$ cat src/design/icmp_pkg.sv
`timescale 1ns / 1ps
`default_nettype none
// ----------------------------------------------------------------------------
// icmp_pkg
// Shared types, constants and helpers of the ICMP echo request builder.
// ----------------------------------------------------------------------------
package icmp_pkg;

   localparam int unsigned PKT_WORDS       = 46;
   localparam int unsigned WORD_INDEX_BITS = 6;
   localparam int unsigned CSR_INDEX_BITS  = 3;
   localparam int unsigned CSR_DATA_BITS   = 64;

   typedef logic [WORD_INDEX_BITS-1:0] word_index_type;

   localparam word_index_type LAST_WORD_INDEX = word_index_type'(PKT_WORDS - 1);

   // Word positions within the packet.
   localparam word_index_type WORD_VER_IHL    = 6'd0;
   localparam word_index_type WORD_TOTAL_LEN  = 6'd1;
   localparam word_index_type WORD_FLAGS      = 6'd3;
   localparam word_index_type WORD_TTL_PROTO  = 6'd4;
   localparam word_index_type WORD_IP_CSUM    = 6'd5;
   localparam word_index_type WORD_SRC_HI     = 6'd6;
   localparam word_index_type WORD_SRC_LO     = 6'd7;
   localparam word_index_type WORD_DST_HI     = 6'd8;
   localparam word_index_type WORD_DST_LO     = 6'd9;
   localparam word_index_type WORD_ICMP_TYPE  = 6'd10;
   localparam word_index_type WORD_ICMP_CSUM  = 6'd11;
   localparam word_index_type WORD_ECHO_ID    = 6'd12;
   localparam word_index_type WORD_ECHO_SEQ   = 6'd13;
   localparam word_index_type WORD_TAG_0      = 6'd14;
   localparam word_index_type WORD_TAG_1      = 6'd15;
   localparam word_index_type WORD_TAG_2      = 6'd16;
   localparam word_index_type WORD_TAG_3      = 6'd17;
   localparam word_index_type WORD_TAG_4      = 6'd18;

   // Fixed header words.
   localparam logic [15:0] IP_VER_IHL_TOS = 16'h4500;
   localparam logic [15:0] IP_TOTAL_LEN   = 16'd92;
   localparam logic [15:0] IP_FLAGS_DF    = 16'h4000;
   localparam logic [7:0]  IP_PROTO_ICMP  = 8'd1;
   localparam logic [15:0] ICMP_ECHO_REQ  = 16'h0800;

   typedef enum logic [CSR_INDEX_BITS-1:0] {
      CSR_SOURCE_ADDRESS  = 3'd0,
      CSR_TIME_TO_LIVE    = 3'd1,
      CSR_ECHO_IDENTIFIER = 3'd2,
      CSR_PAYLOAD_HEAD    = 3'd3,
      CSR_PAYLOAD_TAIL    = 3'd4
   } csr_index_type;

   typedef struct packed {
      logic [31:0] source_address;
      logic [7:0]  time_to_live;
      logic [15:0] echo_identifier;
      logic [63:0] payload_head;
      logic [15:0] payload_tail;
   } cfg_type;

   // Fold the carries of a ones' complement sum of up to 16 words and invert.
   function automatic logic [15:0] csum_fold(input logic [19:0] acc);
      logic [16:0] s1;
      logic [15:0] s2;
      s1 = {1'b0, acc[15:0]} + {13'b0, acc[19:16]};
      s2 = s1[15:0] + {15'b0, s1[16]};
      return ~s2;
   endfunction

endpackage
`default_nettype wire

$ cat src/design/icmp_csr.sv
`timescale 1ns / 1ps
`default_nettype none
// ----------------------------------------------------------------------------
// icmp_csr
// Configuration registers, written through a plain write port.
// ----------------------------------------------------------------------------
module icmp_csr (
   input  wire                               clock,
   input  wire                               reset,
   input  wire                               csr_we,
   input  wire [icmp_pkg::CSR_INDEX_BITS-1:0] csr_index,
   input  wire [icmp_pkg::CSR_DATA_BITS-1:0]  csr_wdata,
   output icmp_pkg::cfg_type                 cfg
);
   import icmp_pkg::*;

   cfg_type cfg_ff;
   cfg_type cfg_in;

   always_comb begin
      cfg_in = cfg_ff;
      if (csr_we) begin
         case (csr_index_type'(csr_index))
            CSR_SOURCE_ADDRESS:  cfg_in.source_address  = csr_wdata[31:0];
            CSR_TIME_TO_LIVE:    cfg_in.time_to_live    = csr_wdata[7:0];
            CSR_ECHO_IDENTIFIER: cfg_in.echo_identifier = csr_wdata[15:0];
            CSR_PAYLOAD_HEAD:    cfg_in.payload_head    = csr_wdata;
            CSR_PAYLOAD_TAIL:    cfg_in.payload_tail    = csr_wdata[15:0];
            default:             cfg_in = cfg_ff;    // drop writes beyond the map
         endcase
      end
   end

   always_ff @(posedge clock) begin
      if (reset) begin
         cfg_ff.source_address  <= 32'd0;
         cfg_ff.time_to_live    <= 8'd1;
         cfg_ff.echo_identifier <= 16'd0;
         cfg_ff.payload_head    <= 64'd0;
         cfg_ff.payload_tail    <= 16'd0;
      end else begin
         cfg_ff <= cfg_in;
      end
   end

   assign cfg = cfg_ff;

endmodule
`default_nettype wire

$ cat src/design/icmp_csum.sv
`timescale 1ns / 1ps
`default_nettype none
// ----------------------------------------------------------------------------
// icmp_csum
// IP header and ICMP checksums of one request.
// ----------------------------------------------------------------------------
module icmp_csum (
   input  wire icmp_pkg::cfg_type cfg,
   input  wire [31:0]             destination_address,
   input  wire [15:0]             sequence_number,
   output logic [15:0]            ip_csum,
   output logic [15:0]            icmp_csum
);
   import icmp_pkg::*;

   logic [19:0] ip_acc;
   logic [19:0] icmp_acc;

   // Checksum words count as zero; zero words are left out.
   assign ip_acc = {4'b0, IP_VER_IHL_TOS} + {4'b0, IP_TOTAL_LEN} + {4'b0, IP_FLAGS_DF}
                 + {4'b0, cfg.time_to_live, IP_PROTO_ICMP}
                 + {4'b0, cfg.source_address[31:16]} + {4'b0, cfg.source_address[15:0]}
                 + {4'b0, destination_address[31:16]} + {4'b0, destination_address[15:0]};

   assign icmp_acc = {4'b0, ICMP_ECHO_REQ} + {4'b0, cfg.echo_identifier}
                   + {4'b0, sequence_number}
                   + {4'b0, cfg.payload_head[63:48]} + {4'b0, cfg.payload_head[47:32]}
                   + {4'b0, cfg.payload_head[31:16]} + {4'b0, cfg.payload_head[15:0]}
                   + {4'b0, cfg.payload_tail};

   assign ip_csum   = csum_fold(ip_acc);
   assign icmp_csum = csum_fold(icmp_acc);

endmodule
`default_nettype wire

$ cat src/design/icmp_word_mux.sv
`timescale 1ns / 1ps
`default_nettype none
// ----------------------------------------------------------------------------
// icmp_word_mux
// Selects the packet word at a given position.
// ----------------------------------------------------------------------------
module icmp_word_mux (
   input  wire icmp_pkg::cfg_type        cfg,
   input  wire [31:0]                    destination_address,
   input  wire [15:0]                    sequence_number,
   input  wire [15:0]                    ip_csum,
   input  wire [15:0]                    icmp_csum,
   input  wire icmp_pkg::word_index_type word_index,
   output logic [15:0]                   packet_word
);
   import icmp_pkg::*;

   always_comb begin
      case (word_index)
         WORD_VER_IHL:   packet_word = IP_VER_IHL_TOS;
         WORD_TOTAL_LEN: packet_word = IP_TOTAL_LEN;
         WORD_FLAGS:     packet_word = IP_FLAGS_DF;
         WORD_TTL_PROTO: packet_word = {cfg.time_to_live, IP_PROTO_ICMP};
         WORD_IP_CSUM:   packet_word = ip_csum;
         WORD_SRC_HI:    packet_word = cfg.source_address[31:16];
         WORD_SRC_LO:    packet_word = cfg.source_address[15:0];
         WORD_DST_HI:    packet_word = destination_address[31:16];
         WORD_DST_LO:    packet_word = destination_address[15:0];
         WORD_ICMP_TYPE: packet_word = ICMP_ECHO_REQ;
         WORD_ICMP_CSUM: packet_word = icmp_csum;
         WORD_ECHO_ID:   packet_word = cfg.echo_identifier;
         WORD_ECHO_SEQ:  packet_word = sequence_number;
         WORD_TAG_0:     packet_word = cfg.payload_head[63:48];
         WORD_TAG_1:     packet_word = cfg.payload_head[47:32];
         WORD_TAG_2:     packet_word = cfg.payload_head[31:16];
         WORD_TAG_3:     packet_word = cfg.payload_head[15:0];
         WORD_TAG_4:     packet_word = cfg.payload_tail;
         default:        packet_word = 16'h0000;   // IP id and zero fill
      endcase
   end

endmodule
`default_nettype wire

$ cat src/design/icmp_echo_request_builder.sv
`timescale 1ns / 1ps
`default_nettype none
// ----------------------------------------------------------------------------
// icmp_echo_request_builder
// Builds a 92-byte IPv4 ICMP echo request from a destination and sequence.
// ----------------------------------------------------------------------------
// Each request item (destination address, sequence number) turns into one
// IPv4 packet of 46 big-endian 16-bit words, sent one word per cycle while
// rsp_tready is high, with tlast on word 45. The request register takes the
// item together with both checksums, computed as the item is accepted; the
// word counter then walks the packet into the output register. The next
// request is accepted in the same cycle that the last word of the current
// packet loads, so packets follow each other without gaps while the result
// side keeps tready high. Source address, TTL, echo identifier and payload
// tag come from the configuration registers, which must only be written
// while no packet is in flight.
// ----------------------------------------------------------------------------
module icmp_echo_request_builder (
   input  wire                                clock,
   input  wire                                reset,
   // request item
   input  wire                                req_tvalid,
   output logic                               req_tready,
   input  wire [47:0]                         req_tdata,  // [31:0] destination_address,
                                                          // [47:32] sequence_number
   // result item
   output logic                               rsp_tvalid,
   input  wire                                rsp_tready,
   output logic [23:0]                        rsp_tdata,  // [15:0] packet_word,
                                                          // [21:16] word_index, [23:22] zero
   output logic                               rsp_tlast,  // last_word
   // configuration
   input  wire                                csr_we,
   input  wire [icmp_pkg::CSR_INDEX_BITS-1:0] csr_index,
   input  wire [icmp_pkg::CSR_DATA_BITS-1:0]  csr_wdata
);
   import icmp_pkg::*;

   cfg_type        cfg;

   // request register
   logic           cur_valid_ff, cur_valid_in;
   logic [31:0]    dst_ff;
   logic [15:0]    seq_ff;
   logic [15:0]    ip_csum_ff;
   logic [15:0]    icmp_csum_ff;
   word_index_type word_idx_ff, word_idx_in;

   // output register
   logic           rsp_valid_ff, rsp_valid_in;
   logic [15:0]    rsp_word_ff;
   word_index_type rsp_idx_ff;
   logic           rsp_last_ff;

   logic [15:0]    ip_csum_new;
   logic [15:0]    icmp_csum_new;
   logic [15:0]    word_sel;
   logic           out_load;
   logic           emit;
   logic           pkt_done;
   logic           req_accept;

   icmp_csr u_csr (
      .clock     (clock),
      .reset     (reset),
      .csr_we    (csr_we),
      .csr_index (csr_index),
      .csr_wdata (csr_wdata),
      .cfg       (cfg)
   );

   // Checksums of the incoming item, stored with it.
   icmp_csum u_csum (
      .cfg                 (cfg),
      .destination_address (req_tdata[31:0]),
      .sequence_number     (req_tdata[47:32]),
      .ip_csum             (ip_csum_new),
      .icmp_csum           (icmp_csum_new)
   );

   icmp_word_mux u_word_mux (
      .cfg                 (cfg),
      .destination_address (dst_ff),
      .sequence_number     (seq_ff),
      .ip_csum             (ip_csum_ff),
      .icmp_csum           (icmp_csum_ff),
      .word_index          (word_idx_ff),
      .packet_word         (word_sel)
   );

   // The output register loads when empty or when its word is taken.
   assign out_load   = !rsp_valid_ff || rsp_tready;
   assign emit       = out_load && cur_valid_ff;
   assign pkt_done   = emit && (word_idx_ff == LAST_WORD_INDEX);
   // Take a new request when idle or as the last word leaves.
   assign req_tready = !cur_valid_ff || pkt_done;
   assign req_accept = req_tvalid && req_tready;

   always_comb begin
      cur_valid_in = cur_valid_ff;
      word_idx_in  = word_idx_ff;
      if (req_accept) begin
         cur_valid_in = 1'b1;
         word_idx_in  = '0;
      end else if (pkt_done) begin
         cur_valid_in = 1'b0;
         word_idx_in  = '0;
      end else if (emit) begin
         word_idx_in  = word_idx_ff + word_index_type'(1);
      end
   end

   assign rsp_valid_in = out_load ? cur_valid_ff : rsp_valid_ff;

   always_ff @(posedge clock) begin
      if (reset) begin
         cur_valid_ff <= 1'b0;
         word_idx_ff  <= '0;
         rsp_valid_ff <= 1'b0;
      end else begin
         cur_valid_ff <= cur_valid_in;
         word_idx_ff  <= word_idx_in;
         rsp_valid_ff <= rsp_valid_in;
      end
   end

   // Payload: hold the request fields for the whole packet.
   always_ff @(posedge clock) begin
      if (req_accept) begin
         dst_ff       <= req_tdata[31:0];
         seq_ff       <= req_tdata[47:32];
         ip_csum_ff   <= ip_csum_new;
         icmp_csum_ff <= icmp_csum_new;
      end
   end

   // Payload: advance the output word whenever the register can load.
   always_ff @(posedge clock) begin
      if (emit) begin
         rsp_word_ff <= word_sel;
         rsp_idx_ff  <= word_idx_ff;
         rsp_last_ff <= (word_idx_ff == LAST_WORD_INDEX);
      end
   end

   assign rsp_tvalid = rsp_valid_ff;
   assign rsp_tdata  = {2'b00, rsp_idx_ff, rsp_word_ff};
   assign rsp_tlast  = rsp_last_ff;

endmodule
`default_nettype wire

$ cat config.mk
export PLATFORM = sky130hd
export DESIGN_NAME = icmp_echo_request_builder
export DESIGN_NICKNAME = d
export VERILOG_FILES = /design/src/design/icmp_pkg.sv /design/src/design/icmp_csr.sv /design/src/design/icmp_csum.sv /design/src/design/icmp_word_mux.sv /design/src/design/icmp_echo_request_builder.sv
export SDC_FILE = /design/constraint.sdc
export NUM_CORES = 1
export LEC_CHECK = 0
export BUFFER_PORTS_ARGS = -buffer_cell sky130_fd_sc_hd__buf_2
export CAP_MARGIN = 20
export CORE_MARGIN = 2
export CORE_UTILIZATION = 30
export DETAILED_ROUTE_END_ITERATION = 7
export PLACE_DENSITY = 0.48
export SLEW_MARGIN = 10
export SYNTH_ARGS = -nofsm -noshare
export SYNTH_HDL_FRONTEND = slang
export SYNTH_HIERARCHICAL = 1
export SYNTH_SLANG_ARGS = --single-unit
$ cat constraint.sdc
create_clock -name clock -period 9.25 [get_ports clock]
set_input_delay 1.85 -clock clock [delete_from_list [all_inputs] [get_ports clock]]
set_output_delay 1.85 -clock clock [all_outputs]
set_load 0.01 [all_outputs]
# After elaboration in Yosys (flattened, before gate mapping)
# Index checks and enable logic that the tools add are counted.
# word_totals
input_bits,120
wordCells,75
out_inout_bits,27
reg_bits,247
# op_classes
n_eq_ne,22
bitwise,2
n_reduce_logical,16
mux,3
addsub,17
# ops
cell,n
one-hot mux 16 bit (18 select lines),1
adder 20 x 16 -> 20 bit,10
== test 6 x 4 -> 1 bit (second input constant),8
adder 16 x 4 -> 17 bit,2
adder 16 x 1 -> 16 bit,2
NOT 16 bit,2
== test 6 x 3 -> 1 bit (second input constant),4
== test 6 x 5 -> 1 bit (second input constant),3
adder 12 x 16 -> 17 bit (first input constant),1
adder 16 x 16 -> 17 bit (first input constant),1
AND reduction 2 bit,5
adder 6 x 1 -> 6 bit (second input constant),1
== test 3 x 2 -> 1 bit (second input constant),2
== test 6 x 1 -> 1 bit (second input constant),1
== test 6 x 2 -> 1 bit (second input constant),1
== test 6 bit (second input constant),1
zero test 6 bit,1
== test 3 x 1 -> 1 bit (second input constant),1
== test 3 bit (second input constant),1
logical AND 1 bit,3
zero test 3 bit,1
OR reduction 3 bit,1
zero test 1 bit,2
logical OR 1 bit,2
other kinds (2),3

# Logic depth before layout (Yosys ltp)
# depth
depth_word,10
ltp_mapped,37
mapped_depth_nobuf,37

# Cells and area by module
# Netlist, hierarchy kept.
# by_module_without_submodules
mod,area_per_inst_um2,n_inst,seq_area_each_um2,cells_per_inst
icmp_csum,6817.8,1,0.0,799
icmp_csr,5601.6,1,2722.6,517
icmp_echo_request_builder,3520.9,1,3253.1,152
icmp_word_mux,2120.8,1,0.0,267

# Worst setup path before layout
# OpenSTA, ideal clock, no wires.
# synth_path
kind,in2reg
from,input port req_tdata[35]
to,"register icmp_csum_ff[15], data pin"
path_buffers,0
t_arrival_ps,8900
required_time_ps,9093
cell_stages,31
path_slack_ps,193
setup_time_ps,157
cell_sequence,ha_1 > fa_1 > inv_1 > fa_1 > inv_1 > ha_1 > a211oi_1 > o21ai_1 > a221o_1 > a21oi_2 > o21bai_1 > a21oi_1 > o21bai_1 > a21oi_1 > xor2_1 > fa_1 > nand2b_1 > a21oi_1 > nor2b_1 > nand2_1 > or2_0 > or4_1 > nor3_1 > ha_1 > nand2b_1 > or2_2 > nor3_1 > and3_1 > nand3_4 > o311a_1 > nor3_1
# synth_between
elab_chain_len,9
# synth_rtl
item,line_no,rtl
start: declaration,icmp_echo_request_builder.sv:24,"input wire [47:0] req_tdata,"
adder 20 x 16 -> 20 bit,icmp_csum.sv:26,"+ {4'b0, sequence_number}"
adder 20 x 16 -> 20 bit (2 in series),icmp_csum.sv:27,"+ {4'b0, cfg.payload_head[63:48]} + {4'b0, cfg.payload_head[47:32]}"
adder 20 x 16 -> 20 bit (2 in series),icmp_csum.sv:28,"+ {4'b0, cfg.payload_head[31:16]} + {4'b0, cfg.payload_head[15:0]}"
adder 20 x 16 -> 20 bit,icmp_csum.sv:29,"+ {4'b0, cfg.payload_tail};"
adder 16 x 4 -> 17 bit,icmp_pkg.sv:65,"s1 = {1'b0, acc[15:0]} + {13'b0, acc[19:16]};"
adder 16 x 1 -> 16 bit,icmp_pkg.sv:66,"s2 = s1[15:0] + {15'b0, s1[16]};"
NOT 16 bit,icmp_pkg.sv:67,return ~s2;
named net icmp_csum_new[15],icmp_echo_request_builder.sv:56,logic [15:0] icmp_csum_new;
end signal: assignment,icmp_echo_request_builder.sv:133,icmp_csum_ff <= icmp_csum_new;
end: declaration,icmp_echo_request_builder.sv:46,logic [15:0] icmp_csum_ff;
# The timed path passes the listed nets, and every way through them passes these cells.
# A chain may end at the register's enable or synchronous reset.

# Worst setup path in the final report
# layout_path
from,input port req_tdata[3]
to,"register ip_csum_ff[13], data pin"
# layout_between
elab_chain_len,4
# layout_rtl
item,line_no,rtl
adder 20 x 16 -> 20 bit,icmp_csum.sv:23,"+ {4'b0, destination_address[31:16]} + {4'b0, destination_address[15:0]};"
adder 16 x 4 -> 17 bit,icmp_pkg.sv:65,
adder 16 x 1 -> 16 bit,icmp_pkg.sv:66,
NOT 16 bit,icmp_pkg.sv:67,
named net ip_csum_new[13],icmp_echo_request_builder.sv:55,logic [15:0] ip_csum_new;
end signal: assignment,icmp_echo_request_builder.sv:132,ip_csum_ff <= ip_csum_new;
end: declaration,icmp_echo_request_builder.sv:45,logic [15:0] ip_csum_ff;
# The timed path passes the listed nets, and every way through them passes these cells.

==> results.sh <==
export IMPL_hpwl_mm=43.9
export IMPL_stdcell_count=2678
export IMPL_timing_final_crit_period_ns=8.62
export IMPL_vias=12990
export IMPL_switching_share=0.339
export IMPL_rr_startpoint="u_csr/cfg[67]"
export IMPL_cts_buffer_depth=3
export IMPL_dr_wl_met3_mm=2.78
export IMPL_reg2regPathDepth=34
export IMPL_wire_per_inst_um=21.1
export IMPL_stdcell_area_um2=20700
export IMPL_critical_path_class="in2reg"
export IMPL_synthArstFlopShare=0
export IMPL_endpoint_kind="register"
export IMPL_dp_slack_ns=-0.108
export IMPL_synth_cell_types=103
export IMPL_fin_crit_sh=0.932
export IMPL_hold_violations=0
export IMPL_start_util=0.305
export IMPL_worst_pin_slew_ns=1.14
export IMPL_routed_wl_mm=56.5
export IMPL_drc=0
export IMPL_drt_iter0_markers=858
export IMPL_p_comb_frac=0.328
export IMPL_max_stage_delay_ns=0.58
export IMPL_status="complete, no violations"
export IMPL_rows=89
export IMPL_hold_path_class="reg2reg"
export IMPL_crit_end="ip_csum_ff[13]"
export IMPL_wl_met2_mm=27.0
export IMPL_synth_warnings=6
export IMPL_gp_congestion=0.881
export IMPL_ant_nets=0
export IMPL_synth_edf_count=103
export IMPL_cts_root_buf="clkbuf_16"
export IMPL_r2r_end="icmp_csum_ff[15]"
export IMPL_mostFrequentLayoutCell="inv_1"
export IMPL_final_cell_mix="inv_1 (271), nand2b_1 (216), mux2i_1 (173), buf_2 (144), dfxtp_1 (142)"
export IMPL_fmax_mhz=116
export IMPL_seq_area_frac_synth=0.331
export IMPL_setup_viol=0
export IMPL_cp_start_kind="input pin"
export IMPL_powerDensity_nw_per_um2=179
export IMPL_die_area_um2=62200
export IMPL_io_pins=147
export IMPL_cts_tree="built"
export IMPL_highest_layer="met4"
export IMPL_clock_sinks=247
export IMPL_crit_top_cell="fa_1"
export IMPL_p_clk_frac=0.326
export IMPL_insertion_delay_ns=0.58
export IMPL_setup_ws_ns=0.632
export IMPL_cp_required_ns=9.63
export IMPL_core_um2=59200
export IMPL_clk_pin_slew_ns=0.06
export IMPL_final_nets=2205
export IMPL_cts_htree_levels=1
export IMPL_finalMaxSlewViolations=0
export IMPL_r2r_setup_slack_ns=0.71
export IMPL_grt_max_degree=104
export IMPL_wl_met1_mm=25.1
export IMPL_startpoint="req_tdata[3]"
export IMPL_routed_via_density=4.85
export IMPL_arrival_ns=9.00
export IMPL_drv_cap=0
export IMPL_switching_power_mw=1.26
export IMPL_die_w_um=249
export IMPL_placed_area_um2=19700
export IMPL_cts_setup_buffers=0
export IMPL_slew_headroom=0.240
export IMPL_power_mw=3.71
export IMPL_avgSynthCellArea_um2=10.4
export IMPL_area_growth_syn_to_layout_pct=14.7
export IMPL_power_frac_seq=0.346
export IMPL_max_vdd_ir_drop_mv=0.143
export IMPL_grt_usage=0.181
export IMPL_ys_ff_latch=247
export IMPL_synthCells=1735
export IMPL_grt_pass1_vias=13363
export IMPL_slowest_stage="or4_1"
export IMPL_io_buffers=144
export IMPL_n_antenna_cell=0
export IMPL_overflow=0
export IMPL_p_int_mw=2.45
export IMPL_cts_buffers=31
export IMPL_drive_gt1_frac=0.174
export IMPL_skew_ns=0.0125
export IMPL_power_leakage_nw=8.72
export IMPL_ys_flop_type="dfxtp_1"
export IMPL_antenna_found_initial=0
export IMPL_synth_area_um2=18100
export IMPL_first_pass_iters=5
export IMPL_fp_dieH_um=249
export IMPL_crit_fanout=3
export IMPL_grt_pass1_wl_mm=85.1
export IMPL_placed_cells=2620
logic make-up (layout without fill, tap and decap cells):
logic type | count (synthesis) | count (layout) | share of synthesized area
AO/OA/AOI/OAI | 214 | 214 | 0.0847
multiplexers | 198 | 198 | 0.116
other | 1 | 2 | 0.000208
flip-flops | 247 | 247 | 0.331
XOR/XNOR | 66 | 66 | 0.0330
adder cells (fa/ha/maj) | 204 | 204 | 0.192
AND/OR/NAND/NOR | 461 | 461 | 0.165
buffers and inverters | 344 | 513 | 0.0790
metal layers:
layer	vias up	GRT usage
met5	-	0
met4	0	0.0506
met3	75	0.0257
met2	352	0.306
met1	6392	0.242
li1	6171	-
worst max-delay path: cells and delay by family:
family                     cells  cell delay [ns]
AOI/OAI and AO/OA             12             2.42
adders and majority gates      7             2.46
buffers and inverters          4             0.40
and+or+nand+nor                8             1.70
xor gates and xnor gates       1             0.16
power groups by stage:
stage | clock (mW) | sequential [mW] | combinational [mW]
after global placement | 0 | 1.31 | 1.20
after global routing | 1.29 | 1.29 | 1.35
final | 1.21 | 1.29 | 1.22
after detailed placement | 0 | 1.31 | 1.20
after CTS | 1.25 | 1.29 | 1.22
after floorplan | 0 | 1.29 | 0.864
per-stage QoR:
stage / setup TNS [ns] / hold WS [ns] / utilization
final: 0 / 0.491 / 0.350
after global routing: -0.00538 / 0.513 / 0.350
after CTS: 0 / 0.496 / 0.349
after detailed placement: -0.214 / 0.480 / 0.332
after global placement: 0 / 0.467 / 0.332
after floorplan: 0 / 0.450 / -
worst min-delay path by stage:
stage	from	to	slack, ns	cells past startpoint
2_1_floorplan	cur_valid_ff	rsp_tvalid	0.45	2
3_3_place_gp	cur_valid_ff	rsp_tvalid	0.47	2
3_5_place_dp	u_csr/cfg[42]	u_csr/cfg[42]	0.48	2
4_1_cts	u_csr/cfg[19]	u_csr/cfg[19]	0.50	2
5_1_grt	u_csr/cfg[98]	u_csr/cfg[98]	0.51	2
6_report	u_csr/cfg[88]	u_csr/cfg[88]	0.49	2
sequential cells by signal (all words and copies together), names as in the netlist:
signal,count
ip_csum_ff,16
icmp_csum_ff,16
rsp_idx_ff,6
word_idx_ff,6
dst_ff,32
rsp_word_ff,16
seq_ff,16
u_csr/cfg,136
rsp_tvalid,1
rsp_tlast,1
cur_valid_ff,1
Yosys cell counts, drive strengths merged, types with 4 or more instances:
| cell type | n | area (um2) |
|---|---|---|
| inv | 272 | 1020 |
| nand2b | 217 | 1370 |
| mux2i | 173 | 1730 |
| dfxtp | 144 | 2880 |
| fa | 121 | 2420 |
| edfxtp | 103 | 3090 |
| ha | 83 | 1040 |
| a21oi | 45 | 229 |
| buf | 43 | 294 |
| xnor2 | 43 | 395 |
| o21ai | 42 | 210 |
| nor2 | 37 | 186 |
| nand2 | 33 | 124 |
| clkbuf | 29 | 109 |
| nand3 | 29 | 178 |
| nor3 | 26 | 150 |
| a22oi | 24 | 180 |
| xor2 | 23 | 201 |
| and3 | 19 | 123 |
| mux2 | 18 | 203 |
| nand3b | 13 | 97.6 |
| a211oi | 12 | 108 |
| nand4 | 11 | 68.8 |
| o211ai | 11 | 87.6 |
| a221oi | 10 | 106 |
| nor4 | 10 | 83.8 |
| o21bai | 9 | 67.6 |
| a21o | 8 | 61.3 |
| or3 | 8 | 53.8 |
| a31oi | 7 | 43.8 |
| and2 | 7 | 48.8 |
| mux4 | 7 | 158 |
| nor2b | 7 | 43.8 |
| or2 | 7 | 46.3 |
| nor3b | 6 | 55.1 |
| o21a | 6 | 46.3 |
| nor4b | 5 | 83.8 |
| or4 | 5 | 37.5 |
| or4b | 5 | 61.3 |
| a22o | 4 | 35.0 |
| a32oi | 4 | 35.0 |
| nand4bb | 4 | 45.0 |
cell type report:
class,count,area (um2)
clock buffer,47,928
clock inverter,10,78.8
fill,6054,38500
inverter,272,1020
multi-input combinational,1145,10700
sequential,247,5980
tap,773,967
timing repair buffer,184,1020
repair_timing:
item                       CTS  global route
setup endpoints to repair    0             6
resized for setup            0             5
hold buffers                 0             0
Power figures use the tool's default switching activity.
